`src/png_scanline_unfilter_core_assert.svh`:
```
// Assertion macros shared by the unfilter RTL.
// Needs a clock named aclk and an active-low reset named aresetn in scope.
`ifndef PNG_SCANLINE_UNFILTER_CORE_ASSERT_SVH
`define PNG_SCANLINE_UNFILTER_CORE_ASSERT_SVH

// condition holds at every edge out of reset
`define UNF_ASSERT(label, cond, msg) \
    label: assert property (@(posedge aclk) disable iff (!aresetn) (cond)) else $error(msg);

// consequent holds in the cycle after the antecedent
`define UNF_ASSERT_NEXT(label, ante, cons, msg) \
    label: assert property (@(posedge aclk) disable iff (!aresetn) (ante) |=> (cons)) \
        else $error(msg);

`endif

```
`src/png_unf_pkg.sv`:
```
// Shared types, constants and helper functions for the PNG unfilter core.
// No dependencies.
package png_unf_pkg;

    localparam int MAX_ROW_BYTES = 8192;
    localparam int IDX_W         = $clog2(MAX_ROW_BYTES);
    localparam int CNT_W         = IDX_W + 1;
    localparam int FIFO_DEPTH    = 4;
    localparam int FIFO_PTR_W    = $clog2(FIFO_DEPTH);
    localparam int CFG_IDX_W     = 1;
    localparam int CFG_DATA_W    = 14;

    // configuration register indexes
    localparam logic [CFG_IDX_W-1:0] REG_BPP       = 1'd0;
    localparam logic [CFG_IDX_W-1:0] REG_ROW_BYTES = 1'd1;

    // filter type codes
    localparam logic [7:0] FILT_NONE  = 8'd0;
    localparam logic [7:0] FILT_SUB   = 8'd1;
    localparam logic [7:0] FILT_UP    = 8'd2;
    localparam logic [7:0] FILT_AVG   = 8'd3;
    localparam logic [7:0] FILT_PAETH = 8'd4;

    // one classified sample, front to back
    typedef struct packed {
        logic [IDX_W-1:0] idx;        // byte index within the row
        logic [1:0]       lane;       // idx mod bytes per pixel
        logic             has_left;   // idx >= bytes per pixel
        logic             first_row;  // no row above yet
        logic [7:0]       filter;
        logic [7:0]       sample;
        logic             last;       // last byte of the row
    } item_t;

    // row index modulo the effective pixel size (1..4)
    function automatic logic [1:0] lane_of(input logic [IDX_W-1:0] idx,
                                           input logic [2:0] bpp);
        localparam int NDIG = (IDX_W + 1) / 2;
        logic [2*NDIG-1:0] pad;
        logic [4:0]        sum;
        logic [2:0]        s2;
        logic [1:0]        res;
        pad = (2*NDIG)'(idx);
        sum = '0;
        // 4 = 1 mod 3: base-4 digit sum keeps the residue
        for (int k = 0; k < NDIG; k++) begin
            sum = sum + 5'(pad[2*k +: 2]);
        end
        s2 = 3'(sum[1:0]) + 3'(sum[3:2]) + 3'(sum[4]);
        if (s2 >= 3'd6) begin
            s2 = s2 - 3'd6;
        end else if (s2 >= 3'd3) begin
            s2 = s2 - 3'd3;
        end
        case (bpp)
            3'd1:    res = 2'd0;
            3'd2:    res = {1'b0, idx[0]};
            3'd3:    res = s2[1:0];
            default: res = idx[1:0];
        endcase
        return res;
    endfunction

    // Paeth predictor
    function automatic logic [7:0] paeth(input logic [7:0] a, input logic [7:0] b,
                                         input logic [7:0] c);
        logic signed [9:0] da;
        logic signed [9:0] db;
        logic signed [9:0] pa;
        logic signed [9:0] pb;
        logic signed [9:0] pc;
        logic [7:0]        res;
        db = $signed({2'b0, b}) - $signed({2'b0, c});
        da = $signed({2'b0, a}) - $signed({2'b0, c});
        pa = (db < 0) ? -db : db;
        pb = (da < 0) ? -da : da;
        pc = ((da + db) < 0) ? -(da + db) : (da + db);
        if (pa <= pb && pa <= pc) begin
            res = a;
        end else if (pb <= pc) begin
            res = b;
        end else begin
            res = c;
        end
        return res;
    endfunction

endpackage

```
`src/png_unf_fifo.sv`:
```
// Short register queue decoupling the front end from the reconstruction back end.
// Depends on png_unf_pkg and the assertion macro header.
`include "png_scanline_unfilter_core_assert.svh"
module png_unf_fifo
    import png_unf_pkg::*;
(
    input  logic  aclk,
    input  logic  aresetn,
    input  logic  push,
    input  item_t push_item,
    output logic  full,
    input  logic  pop,
    output logic  head_valid,
    output item_t head_item
);
    item_t                 mem_reg [FIFO_DEPTH];
    logic [FIFO_PTR_W-1:0] wr_ptr_reg, wr_ptr_next;
    logic [FIFO_PTR_W-1:0] rd_ptr_reg, rd_ptr_next;
    logic [FIFO_PTR_W:0]   count_reg, count_next;

    assign full       = count_reg == (FIFO_PTR_W+1)'(FIFO_DEPTH);
    assign head_valid = count_reg != '0;
    assign head_item  = mem_reg[rd_ptr_reg];

    // pointers and fill level
    always_comb begin
        wr_ptr_next = push ? wr_ptr_reg + FIFO_PTR_W'(1) : wr_ptr_reg;
        rd_ptr_next = pop ? rd_ptr_reg + FIFO_PTR_W'(1) : rd_ptr_reg;
        count_next  = count_reg;
        if (push && !pop) begin
            count_next = count_reg + (FIFO_PTR_W+1)'(1);
        end else if (pop && !push) begin
            count_next = count_reg - (FIFO_PTR_W+1)'(1);
        end
    end

    always_ff @(posedge aclk) begin
        if (!aresetn) begin
            wr_ptr_reg <= '0;
            rd_ptr_reg <= '0;
            count_reg  <= '0;
        end else begin
            wr_ptr_reg <= wr_ptr_next;
            rd_ptr_reg <= rd_ptr_next;
            count_reg  <= count_next;
        end
    end

    // storage
    always_ff @(posedge aclk) begin
        if (push) begin
            mem_reg[wr_ptr_reg] <= push_item;
        end
    end

    `UNF_ASSERT(a_fifo_bound, count_reg <= (FIFO_PTR_W+1)'(FIFO_DEPTH), "queue fill level out of range")
endmodule

```
`config.mk`:
```
export PLATFORM = sky130hd
export DESIGN_NAME = png_unf_fifo
export DESIGN_NICKNAME = d
export VERILOG_FILES = /design/src/png_unf_pkg.sv /design/src/png_unf_fifo.sv
export VERILOG_INCLUDE_DIRS = /design/src /design/src/src
export SDC_FILE = /design/constraint.sdc
export NUM_CORES = 1
export LEC_CHECK = 0
export ABC_AREA = 1
export BUFFER_PORTS_ARGS = -buffer_cell sky130_fd_sc_hd__buf_4
export CAP_MARGIN = 5
export CORE_ASPECT_RATIO = 1.5
export CORE_MARGIN = 2
export CORE_UTILIZATION = 45
export CTS_BUF_LIST = sky130_fd_sc_hd__clkbuf_4 sky130_fd_sc_hd__clkbuf_8 sky130_fd_sc_hd__clkbuf_16
export CTS_CLUSTER_DIAMETER = 120
export DETAILED_ROUTE_END_ITERATION = 16
export PLACE_DENSITY = 0.75
export SLEW_MARGIN = 20
export SYNTH_ARGS = -nofsm -noshare
export SYNTH_HDL_FRONTEND = slang
export SYNTH_SLANG_ARGS = --single-unit
export TNS_END_PERCENT = 1
```
`constraint.sdc`:
```
create_clock -name aclk -period 2.1 [get_ports aclk]
set_input_delay 0.21 -clock aclk [delete_from_list [all_inputs] [get_ports aclk]]
set_output_delay 0.21 -clock aclk [all_outputs]
set_load 0.01 [all_outputs]
```
==> flow_summary.yaml <==
floorplanning:
  die_y_um: 141.8
  coreArea_mm2: 0.01239
  dieArea_mm2: 0.01359
  rows: 50
  die_w_um: 95.84
  io_pins: 74
  start_util_pct: 45.96
setup_path:
  r2r_start: "wr_ptr_reg[0]"
  crit_required_ns: 1.89
  setup.worst_path.start_class: "flop"
  cp-end-kind: "primary output"
  crit_type: "flop to primary output"
  cp_max_fo: 68
  worst_ep_arrival_time_ns: 1.74
grt:
  grt_pass1_vias: 3539
  gr-total-overflow: 0
  grt_pass1_wl_mm: 18.00
  grt_use_total_pct: 17.98
  antenna_found_initial: 0
  grt_max_degree: 69
cts:
  path_clk_slew_ns: 0.06
  cts_max_level: 4
  clkLatencyLatePin_ns: 0.41
  cts_buffer_depth: 2
  clock_sinks: 145
  cts_made_buffers: 17
  cts_tree: "yes"
  cts-root-buf: "clkbuf_16"
logic_synthesis:
  syn_area_per_cell_um2: 14.67
  synth.distinct_cells: 23
  syn_inst: 388
  synth_area_mm2: 0.005693
  yosys_warnings: 0
  ys_seq_area_share_pct: 74.90
  ys_ff_latch: 145
  syn_nets: 432
power:
  p_per_area_mw_per_mm2: 996.4
  ir_drop_mv: 0.7401
  leakagePower_nw: 2.676
layout:
  final_nets: 544
  area_delta_synth_final_pct: 29.49
  final_cell_count_no_fill: 669
  drive_gt1_share_pct: 30.21
  diodes: 0
  final_util_pct: 59.52
  layout_commonest_cell: "edfxtp_1"
  finalInstanceArea_mm2: 0.007372
  largest_reg_flops: 136
  layout_common_cells: "edfxtp_1 (136), buf_4 (76), o21ai_0 (69)"
  fillCellCount: 933
routing:
  detail_route.wl_per_cell_um: 17.45
  ant_nets: 0
  vias_per_cell: 5.288
  drt-initial-drc-count: 154
  drc_errors: 0
  num_vias: 3538
  drt_wl_total_mm: 11.67
  drt_first_pass_iters: 5
placed_design:
  dp_slack_ns: 0.4345
  routabilityCongestion: 0.7683
  io_buffer_count: 73
  placed_area_mm2: 0.006392
  place_inst: 604
  post-dp-hpwl_mm: 6.818
timing:
  skew_ns: 0.006257
  rsz0062_at_grt: "no"
  setup_tns_ns: 0
  period_share_pct: 93.02
  maxSlewViolCount: 0
  relSlewSlack_pct: 67.82
  fmax_mhz: 511.9
  finalSetupViolCount: 0
  worst-slew-pin-transition_ns: 0.4820
  setup_ws_ns: 0.1465
  hold_viol: 0
  post-route-min-period_ns: 1.953
hold_path:
  hold_path_class: "input port to flop"
  hold_start: "push_item[18]"
status:
  status: "finished clean"
flow_run:
  cap_violations: 0
## report_power, final
group	internal, W	switching [W]
logic	0.000340	0.000425
clock network	0.00212	0.00112
registers	0.00330	0.0000450
total	0.00575	0.00159
## cell usage after synthesis
master | number | area (µm²)
nand2_1 | 10 | 37.54
inv_1 | 15 | 56.30
o22ai_2 | 20 | 250.2
buf_4 | 2 | 15.01
buf_12 | 3 | 60.06
edfxtp_1 | 136 | 4084
inv_2 | 1 | 3.750
nor2_2 | 20 | 125.1
nand4_1 | 1 | 6.260
nand3_1 | 1 | 5.000
buf_6 | 2 | 22.52
o21ai_1 | 5 | 25.02
o22ai_1 | 14 | 87.58
ha_1 | 5 | 62.56
fa_1 | 1 | 20.02
nor3_1 | 1 | 5.000
nor2_1 | 54 | 202.7
a21oi_1 | 4 | 20.02
inv_6 | 1 | 8.760
buf_2 | 12 | 60.06
o21ai_0 | 69 | 345.3
clkbuf_2 | 2 | 10.01
dfxtp_1 | 9 | 180.2
## final cells by class
type,instances,area (µm²),area share (%)
inverter,17,71.32,0.9674
sequential,145,4268,57.89
clock inverter,14,211.5,2.868
multi-input combinational,205,1192,16.17
timing repair buffer,114,1001,13.58
clock buffer,18,432.9,5.872
tap,156,195.2,2.648
## metrics by stage
stage,power [W],hold WS [ns]
final,0.007346,0.01293
after global routing,0.007588,0.0005417
after CTS,0.007379,0.0001234
after detailed placement,0.004119,0.4118
after global placement,0.004085,0.4099
after floorplan,0.003786,0.3089
## what timing repair did
| action | 4_1_cts | 5_1_grt |
|---|---|---|
| hold buffers | 29 | 4 |
| setup endpoints to repair | 2 | 4 |
| gates resized for setup | 1 | 1 |
| hold endpoints to repair | 108 | 13 |
| gates cloned | 0 | 0 |
| setup buffers | 0 | 0 |
## routing by layer
layer | part of all wire [%] | global-route usage [%] | vias up
met5 | 0 | 0 | -
met4 | 2.6 | 8.421 | 0
met3 | 3.1 | 4.249 | 24
met2 | 57 | 32.57 | 93
met1 | 38 | 19.24 | 1758
li1 | - | - | 1663
## worst paths after layout
check / slack [ns] / end / cells after the start
max: 0.15 / head_item[3] / 4
min reg2reg: 0.46 / rd_ptr_reg[1] / 1
min: 0.01 / mem_reg[1][18] / 1
max reg2reg: 0.57 / mem_reg[0][3] / 5
## worst max-delay path, cell delays in order, from the launching register on
cell,delay [ns]
dfxtp_4,0.41
inv_8,0.34
o21ai_0,0.22
o22ai_2,0.18
buf_4,0.15
## cell families after synthesis
family	share of synthesized area (%)
buf+inv	4.154
flops	74.90
fa+ha+maj	1.451
compound gates	12.79
simple gates	6.703
Note: power is estimated with default switching activity, not from simulation.
