===== src/png_scanline_unfilter_core_assert.svh =====
// Assertion macros shared by the unfilter RTL.
// Needs a clock named aclk and an active-low reset named aresetn in scope.
`ifndef PNG_SCANLINE_UNFILTER_CORE_ASSERT_SVH
`define PNG_SCANLINE_UNFILTER_CORE_ASSERT_SVH

// condition holds at every edge out of reset
`define UNF_ASSERT(label, cond, msg) \
    label: assert property (@(posedge aclk) disable iff (!aresetn) (cond)) else $error(msg);

// consequent holds in the cycle after the antecedent
`define UNF_ASSERT_NEXT(label, ante, cons, msg) \
    label: assert property (@(posedge aclk) disable iff (!aresetn) (ante) |=> (cons)) \
        else $error(msg);

`endif


===== src/png_unf_pkg.sv =====
// Shared types, constants and helper functions for the PNG unfilter core.
// No dependencies.
package png_unf_pkg;

    localparam int MAX_ROW_BYTES = 8192;
    localparam int IDX_W         = $clog2(MAX_ROW_BYTES);
    localparam int CNT_W         = IDX_W + 1;
    localparam int FIFO_DEPTH    = 4;
    localparam int FIFO_PTR_W    = $clog2(FIFO_DEPTH);
    localparam int CFG_IDX_W     = 1;
    localparam int CFG_DATA_W    = 14;

    // configuration register indexes
    localparam logic [CFG_IDX_W-1:0] REG_BPP       = 1'd0;
    localparam logic [CFG_IDX_W-1:0] REG_ROW_BYTES = 1'd1;

    // filter type codes
    localparam logic [7:0] FILT_NONE  = 8'd0;
    localparam logic [7:0] FILT_SUB   = 8'd1;
    localparam logic [7:0] FILT_UP    = 8'd2;
    localparam logic [7:0] FILT_AVG   = 8'd3;
    localparam logic [7:0] FILT_PAETH = 8'd4;

    // one classified sample, front to back
    typedef struct packed {
        logic [IDX_W-1:0] idx;        // byte index within the row
        logic [1:0]       lane;       // idx mod bytes per pixel
        logic             has_left;   // idx >= bytes per pixel
        logic             first_row;  // no row above yet
        logic [7:0]       filter;
        logic [7:0]       sample;
        logic             last;       // last byte of the row
    } item_t;

    // row index modulo the effective pixel size (1..4)
    function automatic logic [1:0] lane_of(input logic [IDX_W-1:0] idx,
                                           input logic [2:0] bpp);
        localparam int NDIG = (IDX_W + 1) / 2;
        logic [2*NDIG-1:0] pad;
        logic [4:0]        sum;
        logic [2:0]        s2;
        logic [1:0]        res;
        pad = (2*NDIG)'(idx);
        sum = '0;
        // 4 = 1 mod 3: base-4 digit sum keeps the residue
        for (int k = 0; k < NDIG; k++) begin
            sum = sum + 5'(pad[2*k +: 2]);
        end
        s2 = 3'(sum[1:0]) + 3'(sum[3:2]) + 3'(sum[4]);
        if (s2 >= 3'd6) begin
            s2 = s2 - 3'd6;
        end else if (s2 >= 3'd3) begin
            s2 = s2 - 3'd3;
        end
        case (bpp)
            3'd1:    res = 2'd0;
            3'd2:    res = {1'b0, idx[0]};
            3'd3:    res = s2[1:0];
            default: res = idx[1:0];
        endcase
        return res;
    endfunction

    // Paeth predictor
    function automatic logic [7:0] paeth(input logic [7:0] a, input logic [7:0] b,
                                         input logic [7:0] c);
        logic signed [9:0] da;
        logic signed [9:0] db;
        logic signed [9:0] pa;
        logic signed [9:0] pb;
        logic signed [9:0] pc;
        logic [7:0]        res;
        db = $signed({2'b0, b}) - $signed({2'b0, c});
        da = $signed({2'b0, a}) - $signed({2'b0, c});
        pa = (db < 0) ? -db : db;
        pb = (da < 0) ? -da : da;
        pc = ((da + db) < 0) ? -(da + db) : (da + db);
        if (pa <= pb && pa <= pc) begin
            res = a;
        end else if (pb <= pc) begin
            res = b;
        end else begin
            res = c;
        end
        return res;
    endfunction

endpackage


===== src/png_unf_front.sv =====
// Front end: config registers, row tracking, filter byte capture, sample classification.
// Depends on png_unf_pkg and the assertion macro header.
`include "png_scanline_unfilter_core_assert.svh"
module png_unf_front
    import png_unf_pkg::*;
(
    input  logic                  aclk,
    input  logic                  aresetn,
    input  logic                  cfg_valid,
    output logic                  cfg_ready,
    input  logic [CFG_IDX_W-1:0]  cfg_index,
    input  logic [CFG_DATA_W-1:0] cfg_wdata,
    input  logic                  s_tvalid,
    output logic                  s_tready,
    input  logic [7:0]            s_tdata,
    input  logic [0:0]            s_tuser,
    output logic                  push,
    output item_t                 push_item,
    input  logic                  fifo_full
);
    logic [2:0]       bpp_reg, bpp_next;
    logic [13:0]      row_bytes_reg, row_bytes_next;
    logic [IDX_W-1:0] idx_reg, idx_next;
    logic             expect_filter_reg, expect_filter_next;
    logic             first_row_reg, first_row_next;
    logic [7:0]       filter_reg, filter_next;

    logic             accept;
    logic             is_filter;
    logic [2:0]       bpp_eff;
    logic [CNT_W-1:0] rb_eff;
    logic             last;

    assign cfg_ready = 1'b1;
    assign s_tready  = !fifo_full;
    assign accept    = s_tvalid && s_tready;
    assign is_filter = s_tuser[0] || expect_filter_reg;
    assign push      = accept && !is_filter;

    // clamp config to legal range
    always_comb begin
        if (bpp_reg == 3'd0) begin
            bpp_eff = 3'd1;
        end else if (bpp_reg > 3'd4) begin
            bpp_eff = 3'd4;
        end else begin
            bpp_eff = bpp_reg;
        end
        if (row_bytes_reg == 14'd0) begin
            rb_eff = CNT_W'(1);
        end else if (32'(row_bytes_reg) > MAX_ROW_BYTES) begin
            rb_eff = CNT_W'(MAX_ROW_BYTES);
        end else begin
            rb_eff = CNT_W'(row_bytes_reg);
        end
    end

    assign last = (CNT_W'(idx_reg) + CNT_W'(1)) >= rb_eff;

    // classified sample
    always_comb begin
        push_item.idx       = idx_reg;
        push_item.lane      = lane_of(idx_reg, bpp_eff);
        push_item.has_left  = CNT_W'(idx_reg) >= CNT_W'(bpp_eff);
        push_item.first_row = first_row_reg;
        push_item.filter    = filter_reg;
        push_item.sample    = s_tdata;
        push_item.last      = last;
    end

    // config writes
    always_comb begin
        bpp_next       = bpp_reg;
        row_bytes_next = row_bytes_reg;
        if (cfg_valid && cfg_ready) begin
            case (cfg_index)
                REG_BPP:       bpp_next = cfg_wdata[2:0];
                REG_ROW_BYTES: row_bytes_next = cfg_wdata[13:0];
                default:       bpp_next = bpp_reg;
            endcase
        end
    end

    // row position tracking
    always_comb begin
        idx_next           = idx_reg;
        expect_filter_next = expect_filter_reg;
        first_row_next     = first_row_reg;
        filter_next        = filter_reg;
        if (accept) begin
            if (is_filter) begin
                filter_next        = s_tdata;
                idx_next           = '0;
                expect_filter_next = 1'b0;
                if (s_tuser[0]) begin
                    first_row_next = 1'b1;
                end
            end else if (last) begin
                idx_next           = '0;
                expect_filter_next = 1'b1;
                first_row_next     = 1'b0;
            end else begin
                idx_next = idx_reg + IDX_W'(1);
            end
        end
    end

    always_ff @(posedge aclk) begin
        if (!aresetn) begin
            bpp_reg           <= 3'd3;
            row_bytes_reg     <= 14'd180;
            idx_reg           <= '0;
            expect_filter_reg <= 1'b1;
            first_row_reg     <= 1'b1;
            filter_reg        <= FILT_NONE;
        end else begin
            bpp_reg           <= bpp_next;
            row_bytes_reg     <= row_bytes_next;
            idx_reg           <= idx_next;
            expect_filter_reg <= expect_filter_next;
            first_row_reg     <= first_row_next;
            filter_reg        <= filter_next;
        end
    end

    `UNF_ASSERT_NEXT(a_row_end_wants_filter, push && last, expect_filter_reg, "row end did not rearm filter byte")
endmodule


===== config.mk =====
export PLATFORM = sky130hd
export DESIGN_NAME = png_unf_front
export DESIGN_NICKNAME = d
export VERILOG_FILES = /design/src/png_unf_pkg.sv /design/src/png_unf_front.sv
export VERILOG_INCLUDE_DIRS = /design/src /design/src/src
export SDC_FILE = /design/constraint.sdc
export NUM_CORES = 1
export LEC_CHECK = 0
export BUFFER_PORTS_ARGS = -buffer_cell sky130_fd_sc_hd__clkbuf_2
export CORE_UTILIZATION = 50
export DETAILED_ROUTE_END_ITERATION = 6
export HOLD_SLACK_MARGIN = 0.05
export PLACE_DENSITY = 0.75
export SLEW_MARGIN = 20
export SYNTH_ARGS = -nofsm -noshare
export SYNTH_HDL_FRONTEND = slang
export SYNTH_SLANG_ARGS = --single-unit

===== constraint.sdc =====
create_clock -name aclk -period 6.25 [get_ports aclk]
set_input_delay 0.3125 -clock aclk [delete_from_list [all_inputs] [get_ports aclk]]
set_output_delay 0.3125 -clock aclk [all_outputs]
set_load 0.01 [all_outputs]

==> impl_metrics.ini <==
[run_status]
status = complete, no violations

[placement]
hpwl_mm = 4.53
gp_congestion = 0.825
port_buffers = 64
placed_area_mm2 = 0.00300

[power]
swShare_pct = 26.7
clkPwrFrac_pct = 35.5
p_int_uw = 379
p_seq_share_pct = 52.3
vdd_drop_max_mv = 0.175
leakagePower_uw = 0.00150
pwr_density_cell_mw_per_mm2 = 167
pwr-share-comb_pct = 12.2
switching_power_uw = 138
power.total_uw = 517

[synth]
synth_edf_count = 0
syn-num-nets = 388
synthArstFlopShare_pct = 0
ys_types = 49
yosys_most_used_dff = dfxtp_1
syn_area_mm2 = 0.00272
avgSynthCellArea_um2 = 8.35
yosysWarnings = 0
synth.ff_latch_count = 40
yosysSeqAreaShare_pct = 29.4
synth_cells = 326

[finish]
multi_input_area_mm2 = 0.00168
fin_util_pct = 59.9
diodes = 0
largest_register_ffs = 14
area_growth_pct = 13.9
finalInstanceArea_mm2 = 0.00310
nets = 439
final_layout_size_suffix_gt1_share_pct = 24.9
final-seq-area_um2 = 801
fillCellCount = 495

[die]
die-width_um = 75.8
core_mm2 = 0.00517
num_rows = 26
io_pins = 66
die_area_mm2 = 0.00574
initial_utilization_pct = 52.6
die_h_um = 75.8

[clock_tree]
cts_buffer_depth = 2
numClockSinks = 40
clock_latency_ns = 0.30
htree_levels = 2
numCtsBuffers = 5
cts_root_buffer = clkbuf_8
post_cts_buffers = 0
ctsHoldBuffers = 0
cts.reportedPaths.clkPinSlew_ns = 0.08
cts_resized = 0
cts_tree = yes

[hold_path]
hold_depth = 3
hold_class = in -> reg
holdPathEnd = row_bytes_reg[5]
hp-start = cfg_wdata[5]

[drt]
ant_nets = 0
post_drt_wl_per_cell_um = 12.8
drcViolationCount = 0
first_pass_iters = 5
finalWirelength_mm = 5.75
vias = 2361
viasPerCell = 5.27
drtIter0Drc = 119

[timing]
skew_ns = 0.00688
grt_setup_unrepaired = false
drv_slew = 0
setup_viol = 0
period_share_pct = 86.8
hold_slack_ns = 0.223
fin_tns_setup_ns = 0
fin_crit_ns = 5.43
finalHoldViolations = 0
slew_headroom_pct = 50.5
tightestPinTransition_ns = 0.742
fmax_mhz = 184

[worst_setup_path]
worstSetupPathType = reg -> out
worstPathArrival_ns = 5.11
worst_setup_path_end_kind = primary output
cp.required_ns = 5.94
r2r_cells = 10
crit_path_max_fanout = 7
worst_r2r_endpoint = expect_filter_reg
r2r_setup_slack_ns = 3.21
reg2reg_from = idx_reg[2]
worst_setup_path_start_kind = register

[grt]
grt_max_degree = 28
grt_pass1_vias = 2137
grt_first_pass_wirelength_mm = 9.49
grt-ovfl-total = 0
grt_use_total_pct = 21.8
antenna_found_initial = 0

[run]
maxCapViolCount = 0
[worst max-delay path, stage by stage (launching register included)]
cell	delay, ns
dfxtp_1	0.44
inv_1	0.12
fa_1	0.54
inv_1	0.05
fa_1	0.50
inv_1	0.05
fa_1	0.49
inv_1	0.07
fa_1	0.46
xnor2_1	0.16
fa_1	0.38
inv_1	0.07
fa_1	0.50
ha_1	0.24
o21ai_0	0.21
o21ai_0	0.11
nand2_1	0.08
nand2_1	0.06
o22ai_1	0.13
clkbuf_2	0.15
[cell usage after synthesis, drive strengths merged, types with 6 or more instances]
library cell / count / area share (%)
a21oi: 21 / 4.0
buf: 16 / 4.1
dfxtp: 40 / 29
fa: 10 / 7.4
ha: 23 / 11
inv: 29 / 4.1
mux2i: 10 / 3.7
nand2: 63 / 8.7
nand3: 16 / 3.7
nor2: 23 / 3.4
nor4: 6 / 1.4
o21ai: 7 / 1.3
xnor2: 11 / 4.4
[logic make-up (layout without fill, tap and decap cells)]
| family | count (synthesis) | after routing | share of synthesized area, % |
|---|---|---|---|
| flip-flops | 40 | 40 | 29.4 |
| AND/OR/NAND/NOR | 131 | 131 | 23.2 |
| buffers and inverters | 49 | 101 | 8.78 |
| multiplexers | 10 | 10 | 3.68 |
| other | 1 | 1 | 0.138 |
| AO/OA/AOI/OAI | 51 | 51 | 12.5 |
| XOR/XNOR | 11 | 11 | 4.37 |
| adder cells (fa/ha/maj) | 33 | 33 | 17.9 |
[worst max-delay path by stage]
stage | slack, ns | depth (start not counted) | to | start
after floorplan | 1.37 | 16 | push_item[19] | idx_reg[1]
after detailed placement | 1.17 | 19 | push_item[19] | idx_reg[1]
after global routing | 0.42 | 17 | push_item[19] | idx_reg[1]
after global placement | 1.27 | 17 | push_item[19] | idx_reg[1]
after CTS | 0.82 | 19 | push_item[19] | idx_reg[1]
final | 0.82 | 19 | push_item[19] | idx_reg[1]
[metrics by stage]
stage,cells,worst slack (ns)
2_1_floorplan,326,1.37
3_3_place_gp,440,1.27
3_5_place_dp,440,1.17
4_1_cts,448,0.825
5_1_grt,448,0.417
6_report,448,0.824
[layer usage]
metal / track usage (%) / share of wire [%] / routed length, µm / vias to the layer above
met1: 28.4 / 45 / 2620 / 1087
met5: 0 / 0 / 0 / -
met3: 5.16 / 6.2 / 358 / 9
li1: - / - / - / 1198
met4: 7.61 / 1.3 / 74 / 0
met2: 35.4 / 47 / 2700 / 67
[layout by cell type (no fill, tap or decap), drive strengths merged, types with 10 or more instances in the layout]
cell and n:
fa 10, inv 29, dfxtp 40, mux2i 10, ha 23, a21oi 21, nor2 23, nand3 16
clkbuf 70, xnor2 11, nand2 63
[layout make-up]
type / count / share of cell area, %
Multi-Input combinational cell: 237 / 54.3
Sequential cell: 40 / 25.8
Timing Repair Buffer: 64 / 10.3
Inverter: 29 / 3.59
Tap cell: 70 / 2.82
Clock buffer: 6 / 2.66
Clock inverter: 2 / 0.484
[power groups by stage]
stage / sequential, µW / clock [µW] / combinational (µW)
floorplan: 276 / 0 / 42.7
global placement: 276 / 0 / 61.7
detailed placement: 276 / 0 / 63.1
CTS: 270 / 190 / 63.3
global route: 271 / 198 / 72.9
finish: 270 / 183 / 63.0
(Power assumes the default switching activity.)
